<file path="config.mk">
export PLATFORM = sky130hd
export DESIGN_NAME = mlfq_cell
export DESIGN_NICKNAME = d
export VERILOG_FILES = /design/src/hdl/mlfq_pkg.sv /design/src/hdl/mlfq_cell.sv
export SDC_FILE = /design/constraint.sdc
export NUM_CORES = 1
export LEC_CHECK = 0
export BUFFER_PORTS_ARGS = -buffer_cell sky130_fd_sc_hd__buf_4
export CELL_PAD_IN_SITES_DETAIL_PLACEMENT = 1
export CELL_PAD_IN_SITES_GLOBAL_PLACEMENT = 1
export CORE_MARGIN = 2
export CORE_UTILIZATION = 40
export CTS_BUF_LIST = sky130_fd_sc_hd__clkbuf_8
export CTS_CLUSTER_DIAMETER = 120
export CTS_CLUSTER_SIZE = 25
export DETAILED_ROUTE_END_ITERATION = 6
export PLACE_DENSITY_LB_ADDON = 0.1
export SLEW_MARGIN = 15
export SYNTH_ARGS = -nofsm -noshare
export SYNTH_HDL_FRONTEND = slang
export SYNTH_SLANG_ARGS = --single-unit
</file>
<file path="constraint.sdc">
create_clock -name clk -period 4.2 [get_ports clk]
set_input_delay 0.63 -clock clk [delete_from_list [all_inputs] [get_ports clk]]
set_output_delay 0.63 -clock clk [all_outputs]
set_load 0.005 [all_outputs]
</file>
<file path="src/hdl/mlfq_pkg.sv">
package mlfq_pkg;

    localparam int NUM_TASKS = 64;
    localparam int TW = $clog2(NUM_TASKS);
    localparam int LW = TW + 1;

    localparam logic [2:0] OP_ADMIT = 3'd0;
    localparam logic [2:0] OP_SLEEP = 3'd1;
    localparam logic [2:0] OP_WAKE  = 3'd2;
    localparam logic [2:0] OP_EXIT  = 3'd3;
    localparam logic [2:0] OP_PICK  = 3'd4;

    localparam logic [1:0] MODE_UNUSED = 2'd0;
    localparam logic [1:0] MODE_READY  = 2'd1;
    localparam logic [1:0] MODE_ASLEEP = 2'd2;

    localparam logic [1:0] ST_DONE    = 2'd0;
    localparam logic [1:0] ST_IGNORED = 2'd1;
    localparam logic [1:0] ST_NOTHING = 2'd2;

    localparam logic [1:0] TOP_LEVEL = 2'd3;

    localparam logic [2:0] REG_SLICE3  = 3'd0;
    localparam logic [2:0] REG_SLICE2  = 3'd1;
    localparam logic [2:0] REG_SLICE1  = 3'd2;
    localparam logic [2:0] REG_STARVE0 = 3'd3;
    localparam logic [2:0] REG_STARVE1 = 3'd4;
    localparam logic [2:0] REG_STARVE2 = 3'd5;

    localparam logic [6:0] PROMO_MAX = 7'd127;

    typedef enum logic [2:0] {
        CMD_NONE,
        CMD_READ,
        CMD_ADMIT,
        CMD_REMOVE,
        CMD_WAKE,
        CMD_PROMO,
        CMD_HEAD
    } cmd_t;

    typedef struct packed {
        cmd_t            cmd;
        logic [TW-1:0]   tsel;
        logic [1:0]      lv;
        logic [TW-1:0]   pos;
        logic [TW-1:0]   app_pos;
        logic [1:0]      next_mode;
        logic            shift;
        logic [15:0]     starve_lim;
        logic [7:0]      slice_lim;
    } bcast_t;

    typedef struct packed {
        logic            hit;
        logic            flag;
        logic [TW-1:0]   idx;
        logic [1:0]      mode;
        logic [1:0]      level;
        logic [TW-1:0]   pos;
    } chain_t;

endpackage

</file>
<file path="src/hdl/mlfq_cell.sv">
module mlfq_cell
    import mlfq_pkg::*;
(
    input  logic          clk,
    input  logic          rst_n,
    input  logic [TW-1:0] cell_idx,
    input  bcast_t        bc,
    input  logic          any_flag,
    input  chain_t        chain_in,
    output chain_t        chain_out
);

    logic [1:0]    mode_reg, mode_next;
    logic [1:0]    level_reg, level_next;
    logic [TW-1:0] pos_reg, pos_next;
    logic [7:0]    slice_reg, slice_next;
    logic [15:0]   wait_reg, wait_next;

    logic          me;
    logic          ready;
    logic          at_lv;
    logic          promo_me;
    logic          head_me;
    logic          dem_me;
    logic          hit_me;
    logic          flag_me;
    logic [7:0]    slice_inc;
    logic [15:0]   wait_inc;
    logic [1:0]    new_clv;

    assign me        = (cell_idx == bc.tsel);
    assign ready     = (mode_reg == MODE_READY);
    assign at_lv     = ready && (level_reg == bc.lv);
    assign slice_inc = (slice_reg == 8'hFF) ? slice_reg : slice_reg + 8'd1;
    assign wait_inc  = (wait_reg == 16'hFFFF) ? wait_reg : wait_reg + 16'd1;
    assign promo_me  = (bc.cmd == CMD_PROMO) && at_lv && (pos_reg == bc.pos)
                       && (wait_reg >= bc.starve_lim);
    assign head_me   = (bc.cmd == CMD_HEAD) && at_lv && (pos_reg == '0);
    assign dem_me    = head_me && (bc.lv != 2'd0) && (slice_inc >= bc.slice_lim);
    assign new_clv   = bc.lv - {1'b0, any_flag};

    always_comb
    begin
        hit_me  = 1'b0;
        flag_me = 1'b0;
        case (bc.cmd)
            CMD_READ:  hit_me = me;
            CMD_PROMO:
            begin
                hit_me  = promo_me;
                flag_me = promo_me;
            end
            CMD_HEAD:
            begin
                hit_me  = head_me;
                flag_me = dem_me;
            end
            default:   hit_me = 1'b0;
        endcase
    end

    always_comb
    begin
        chain_out.hit  = chain_in.hit | hit_me;
        chain_out.flag = chain_in.flag | flag_me;
        if (hit_me)
        begin
            chain_out.idx   = cell_idx;
            chain_out.mode  = mode_reg;
            chain_out.level = level_reg;
            chain_out.pos   = pos_reg;
        end
        else
        begin
            chain_out.idx   = chain_in.idx;
            chain_out.mode  = chain_in.mode;
            chain_out.level = chain_in.level;
            chain_out.pos   = chain_in.pos;
        end
    end

    always_comb
    begin
        mode_next  = mode_reg;
        level_next = level_reg;
        pos_next   = pos_reg;
        slice_next = slice_reg;
        wait_next  = wait_reg;
        case (bc.cmd)
            CMD_ADMIT:
                if (me)
                begin
                    mode_next  = MODE_READY;
                    level_next = TOP_LEVEL;
                    pos_next   = bc.app_pos;
                    slice_next = 8'd0;
                    wait_next  = 16'd0;
                end
            CMD_REMOVE:
                if (me)
                    mode_next = bc.next_mode;
                else if (bc.shift && at_lv && (pos_reg > bc.pos))
                    pos_next = pos_reg - 1'b1;
            CMD_WAKE:
                if (me)
                begin
                    mode_next = MODE_READY;
                    pos_next  = bc.app_pos;
                end
            CMD_PROMO:
                if (promo_me)
                begin
                    level_next = bc.lv + 2'd1;
                    pos_next   = bc.app_pos;
                    slice_next = 8'd0;
                    wait_next  = 16'd0;
                end
                else if (any_flag && at_lv && (pos_reg > bc.pos))
                    pos_next = pos_reg - 1'b1;
            CMD_HEAD:
                if (head_me)
                begin
                    wait_next = 16'd0;
                    if (dem_me)
                    begin
                        level_next = bc.lv - 2'd1;
                        pos_next   = bc.app_pos;
                        slice_next = 8'd0;
                    end
                    else
                        slice_next = slice_inc;
                end
                else
                begin
                    if (any_flag && at_lv && (pos_reg != '0))
                        pos_next = pos_reg - 1'b1;
                    if (ready && (level_reg <= new_clv))
                        wait_next = wait_inc;
                end
            default:
                mode_next = mode_reg;
        endcase
    end

    always_ff @(posedge clk or negedge rst_n)
    begin
        if (!rst_n)
            mode_reg <= MODE_UNUSED;
        else
            mode_reg <= mode_next;
    end

    always_ff @(posedge clk)
    begin
        level_reg <= level_next;
        pos_reg   <= pos_next;
        slice_reg <= slice_next;
        wait_reg  <= wait_next;
    end

endmodule
</file>
==> impl_metrics.ini, run 1 <==
[run_status]
outcome = finished clean

[floorplan]
core-area_um2 = 7767
std_cell_rows = 32
die_x_um = 93.92
pin_count = 95
initial_core_util_pct = 41.64
die-area_um2 = 8821
die_h_um = 93.92

[cts]
clk_path_buf_depth = 2
cts_tree = built
clock_sinks = 34
htreeDepth = 2
numCtsBuffers = 5
cts_hold_buf = 0
cts_root_buffer = clkbuf_8
path_clk_slew_ps = 70
clk_latency_ps = 290

[synthesis]
synthCells = 346
synthDistinctLibCells = 52
synth_edf_count = 32
syn_area_per_cell_um2 = 9.348
syn_nets = 460
yosysTopAreaCellShare_pct = 29.71
syn_area_um2 = 3234
synth_top_area_cell = edfxtp_1
synth_flop_cell = edfxtp_1
synth-async-reset-ratio_pct = 5.882
ys_ff_latch = 34
ys_warn_count = 0
ys_top_cells_by_area = edfxtp_1 30%, ha_1 14%, inv_1 5.2%, xor2_1 4.6%, mux2_4 4.2%
yosysSeqAreaShare_pct = 31.26

[global_route]
antenna_found_initial = 0
grt.total_usage_pct = 19.58
gr-total-overflow = 0
grt_first_pass_wirelength_um = 13810
grt_pass1_vias = 3041
grt_max_degree = 18

[sta]
tns_ps = 0
rsz0062_at_grt = false
fmax_ghz = 0.2520
fin_worst_skew_ps = 4.706
setup_violations = 0
fin_crit_sh_pct = 94.47
slew_headroom_pct = 40.86
worst_slew_pin_slew_ps = 880.3
layout_setup_ws_ps = 232.4
timing.final.max_slew_violations = 0
hold_viol = 0
finalCriticalPeriod_ps = 3968

[setup_path]
cp.arrival_ps = 3340
path_max_fanout = 6
critPathLaunchType = register
cp-end-kind = output pin
critPathKind = reg -> out
crit_required_ps = 3570

[finish]
area_growth_pct = 27.00
n_antenna_cell = 0
nNetsFinal = 558
fillers = 941
layout-drive-gt1-share_pct = 30.56
largest_reg_flops = 16

[drt]
drt-total-wl_um = 8177
drtIter0Drc = 46
drc = 0
wl_per_cell_um = 14.95
first_pass_iters = 4
viasPerCell = 5.247
ant_nets = 0
vias = 2870

[power]
power_mw = 0.8742
p_leak_nw = 1.919
p_per_area_nw_per_um2 = 212.8
ir_drop_mv = 0.09293

[flow_run]
drv_cap = 0

[min_path]
min_path_type = in -> async

[placed_design]
dp_worst_setup_slack_ps = 388.9
place_hpwl_um = 6783
numPortBuffers = 94
gp_congestion = 0.8240
## cells in the final DEF, fill, tap and decap left out, types with 6 or more instances in the layout
| master | count |
|---|---|
| a21o_1 | 7 |
| a21oi_1 | 18 |
| and3_1 | 6 |
| buf_4 | 97 |
| edfxtp_1 | 32 |
| ha_1 | 37 |
| inv_1 | 48 |
| mux2_2 | 12 |
| mux2_4 | 9 |
| nand2_1 | 20 |
| nand3_1 | 16 |
| nand4_1 | 6 |
| nor2_1 | 34 |
| nor2b_1 | 6 |
| o21ai_0 | 11 |
| xnor2_1 | 10 |
| xor2_1 | 17 |
## area by class of cell
type                            instances  area (um2)  share of cell area, %
Clock buffer                            5       68.82                  1.675
Timing Repair Buffer                   97       728.2                  17.73
Clock inverter                          3       11.26                 0.2741
Multi-Input combinational cell        261        1992                  48.49
Tap cell                              102       127.6                  3.107
Inverter                               45       168.9                  4.112
Sequential cell                        34        1011                  24.61
## power by group
group	total (mW)	internal [mW]	leakage (nW)	switching, mW
Clock	0.231	0.111	0.0519	0.120
Sequential	0.413	0.393	0.323	0.0203
Combinational	0.231	0.129	1.54	0.102
Total	0.874	0.632	1.92	0.242
## cell usage after synthesis (2+ instances only)
master / count
mux2_4: 9
xnor2_1: 10
a21o_1: 7
and3b_1: 3
o211ai_1: 2
o22a_1: 2
a211oi_1: 5
a31oi_1: 4
a21oi_1: 18
xor2_1: 17
nor2b_1: 6
o21ai_0: 11
clkbuf_1: 2
mux2_2: 12
and3_1: 6
nand3_1: 16
nor3_1: 5
nand2b_1: 3
inv_1: 45
or3_1: 5
nor2_1: 34
nand2_1: 20
edfxtp_1: 32
dfrtp_1: 2
ha_1: 37
nand4_1: 6
buf_6: 2
## stage by stage
step,area [um2],util [%],cells,hold slack [ps]
CTS,4099,52.77,546,101.4
finish,4108,52.88,547,111.3
global placement,4019,51.74,538,413.0
global route,4108,52.88,547,103.8
detailed placement,4019,51.74,538,414.3
floorplan,3234,-,346,334.4
## kinds of logic after synthesis
group / synth area share (%)
XOR/XNOR: 7.311
adder cells (fa/ha/maj): 14.31
AND/OR/NAND/NOR: 18.11
flip-flops: 31.26
AO/OA/AOI/OAI: 13.15
buffers and inverters: 7.195
multiplexers: 8.665
## repair_timing
item	in CTS	in global routing
buffers inserted	0	1
endpoints found under the setup margin	0	1
resized for setup	0	1
## routing by layer
metal / part of all wire, % / GRT usage, % / vias to the layer above
met2: 51 / 35.60 / 79
li1: - / - / 1420
met4: 1.4 / 5.797 / 0
met1: 42 / 22.59 / 1361
met3: 5.7 / 4.815 / 10
met5: 0 / 0 / -
## final timing paths
kind / startpoint / end / slack, ps / depth (start not counted)
setup / recovery: slice_reg[0] / chain_out[16] / 230 / 12
hold / removal: rst_n / mode_reg[0] / 110 / 1
setup reg to reg: slice_reg[0] / pos_reg[1] / 640 / 11
hold reg to reg: mode_reg[0] / mode_reg[0] / 530 / 1
max in group asynchronous: rst_n / mode_reg[0] / 4000 / 1
min in group clk: mode_reg[0] / mode_reg[0] / 530 / 1
## critical path, cell delays in order (launching register included)
cell and delay [ps]:
edfxtp_1 440, ha_1 290, and4_2 240, nand4_1 120, buf_4 160, mux2_2 360
ha_1 280, a21o_1 160, a211oi_1 270, o22a_1 230, nor2_1 60, or3_1 300
buf_4 140
Power figures use the tool's default switching activity.
==> run 2, diff against run 1 <==
Settings changed: CAP_MARGIN set to 40, CORE_UTILIZATION 40 to 36, PLACE_DENSITY_LB_ADDON 0.1 to 0.2.
Clock period 4.2 ns to 3.45 ns, I/O delays scaled along.
==> impl_metrics.ini, run 2 (synthesis gave the netlist of run 1 again) <==
[power]
pwr-share-comb_pct = 28.1
p_seq_share_pct = 45.8
swShare_pct = 27.99
p_int_mw = 0.7886
p_sw_mw = 0.3066
power_mw = 1.095
p_per_area_nw_per_um2 = 247.5
p_leak_nw = 2.043
clockPowerShare_pct = 26.2
ir_drop_mv = 0.1064

[sta]
hold_viol = 0
finalCriticalPeriod_ps = 3498
layout_setup_ws_ps = -47.99
setup_violations = 1
fin_crit_sh_pct = 101.4
slew_headroom_pct = 72.62
worst_hold_slack_ps = 464.2
fin_worst_skew_ps = 4.382
fmax_ghz = 0.2859
timing.final.max_slew_violations = 0
worst_slew_pin_slew_ps = 406.3
rsz0062_at_grt = true

[cts]
path_clk_slew_ps = 70
clk_path_buf_depth = 2
cts_root_buffer = clkbuf_8
clk_latency_ps = 280
cts_tree = built
htreeDepth = 2
clock_sinks = 34
numCtsBuffers = 5

[floorplan]
pin_count = 95
std_cell_rows = 34
die_x_um = 98.79
die-area_um2 = 9758
die_h_um = 98.79
core-area_um2 = 8721
initial_core_util_pct = 37.09

[setup_path]
cp-end-kind = output pin
crit_start = slice_reg[1]
reg2reg_setup_slack_ps = 280
ff2ff_path_depth = 13
critPathKind = reg -> out
reg2reg_to = pos_reg[3]
crit_end = chain_out[16]
path_max_fanout = 4
rr_startpoint = slice_reg[1]
crit_required_ps = 2930
critPathLaunchType = register
cp.arrival_ps = 2980

[finish]
final_common_cell = buf_4
nNetsFinal = 581
area_growth_pct = 36.83
final_area_um2 = 4425
largest_reg_flops = 16
final_cell_mix = 117 x buf_4, 45 x inv_1, 33 x nor2_1, 32 x ha_1, 32 x edfxtp_1
fillers = 1025
layout-drive-gt1-share_pct = 36.75
n_antenna_cell = 0
layout.cells.non_filler = 576

[global_route]
grt_max_degree = 17
antenna_found_initial = 0
gr-total-overflow = 0
grt_pass1_vias = 3158
grt.total_usage_pct = 17.76
grt_first_pass_wirelength_um = 14200

[drt]
drc = 0
first_pass_iters = 5
vias = 2970
wl_per_cell_um = 15.02
viasPerCell = 5.156
ant_nets = 0
drt-total-wl_um = 8649
drtIter0Drc = 58

[placed_design]
numPortBuffers = 94
gp_congestion = 0.8580
dp_cells = 554
place_hpwl_um = 6985
placedInstanceArea_um2 = 4114

[run_status]
outcome = complete, but fails checks
failed_checks = negative setup slack

[min_path]
min_path_type = in -> reg

[flow_run]
drv_cap = 0
## run 2: cell types whose count changed in the layout (fill, tap and decap cells not counted), sizes merged
cell	previous run	this run
clkinv	0	2
inv	48	45
buf	97	119
clkinvlp	0	1
dlygate4sd3	0	1
## run 2: layout make-up
| type | instances | area (um2) | area share [%] |
|---|---|---|---|
| multi-input cells | 261 | 2106 | 47.58 |
| flip-flops and latches | 34 | 1011 | 22.84 |
| repair buffers | 120 | 919.6 | 20.78 |
| inverters | 45 | 168.9 | 3.817 |
| well taps | 108 | 135.1 | 3.053 |
| clock buffers | 5 | 68.82 | 1.555 |
| clock inverters | 3 | 16.27 | 0.3675 |
## run 2: how the worst min path moves through the flow
stage	end	slack, ps	startpoint	cells past startpoint
5_1_grt	mode_reg[0]	470	bc[25]	2
6_report	mode_reg[0]	460	bc[25]	2
3_5_place_dp	mode_reg[0]	300	rst_n	1
4_1_cts	mode_reg[0]	460	bc[25]	2
3_3_place_gp	mode_reg[0]	300	rst_n	1
2_1_floorplan	mode_reg[0]	220	rst_n	0
## run 2: power groups by stage
stage                     Clock (mW)  Sequential (mW)  Combinational [mW]
final                          0.286            0.501               0.307
after global routing           0.315            0.506               0.344
after CTS                      0.299            0.502               0.301
after detailed placement           0            0.511               0.291
after global placement             0            0.510               0.279
after floorplan                    0            0.503               0.161
## run 2: timing repair
action	4_1_cts	5_1_grt
setup buffers	7	6
hold endpoints to repair	2	0
setup endpoints to repair	7	16
resized for setup	11	8
pin swaps	5	4
hold buffers	1	0
## run 2: stage by stage
| stage | setup TNS (ps) | util (%) | worst slack (ps) |
|---|---|---|---|
| final | -47.99 | 50.75 | -47.99 |
| after global routing | -185.0 | 50.75 | -185.0 |
| after CTS | -54.56 | 49.53 | -54.56 |
| after detailed placement | -474.6 | 47.17 | -79.36 |
| after global placement | 0 | 47.17 | 114.0 |
| after floorplan | 0 | - | 301.5 |
## run 2: worst max-delay path, stage by stage (launching register included)
cell and delay, ps:
edfxtp_1 430, ha_2 210, and4_1 160, nand4_1 120
buf_6 150, buf_4 120, nand3_1 70, o21ai_1 130
inv_1 70, ha_1 290, a211oi_2 240, o22a_1 210
nor2_2 50, or3_1 300, buf_4 140
## run 2: routing by layer
layer / vias up / share of wire, % / GRT usage, % / wire [um]
met2: 88 / 51 / 32.17 / 4404
met5: - / 0 / 0 / 0
met3: 7 / 6.1 / 3.759 / 526
met4: 0 / 1.0 / 4.320 / 89
li1: 1467 / - / - / -
met1: 1408 / 42 / 21.41 / 3629
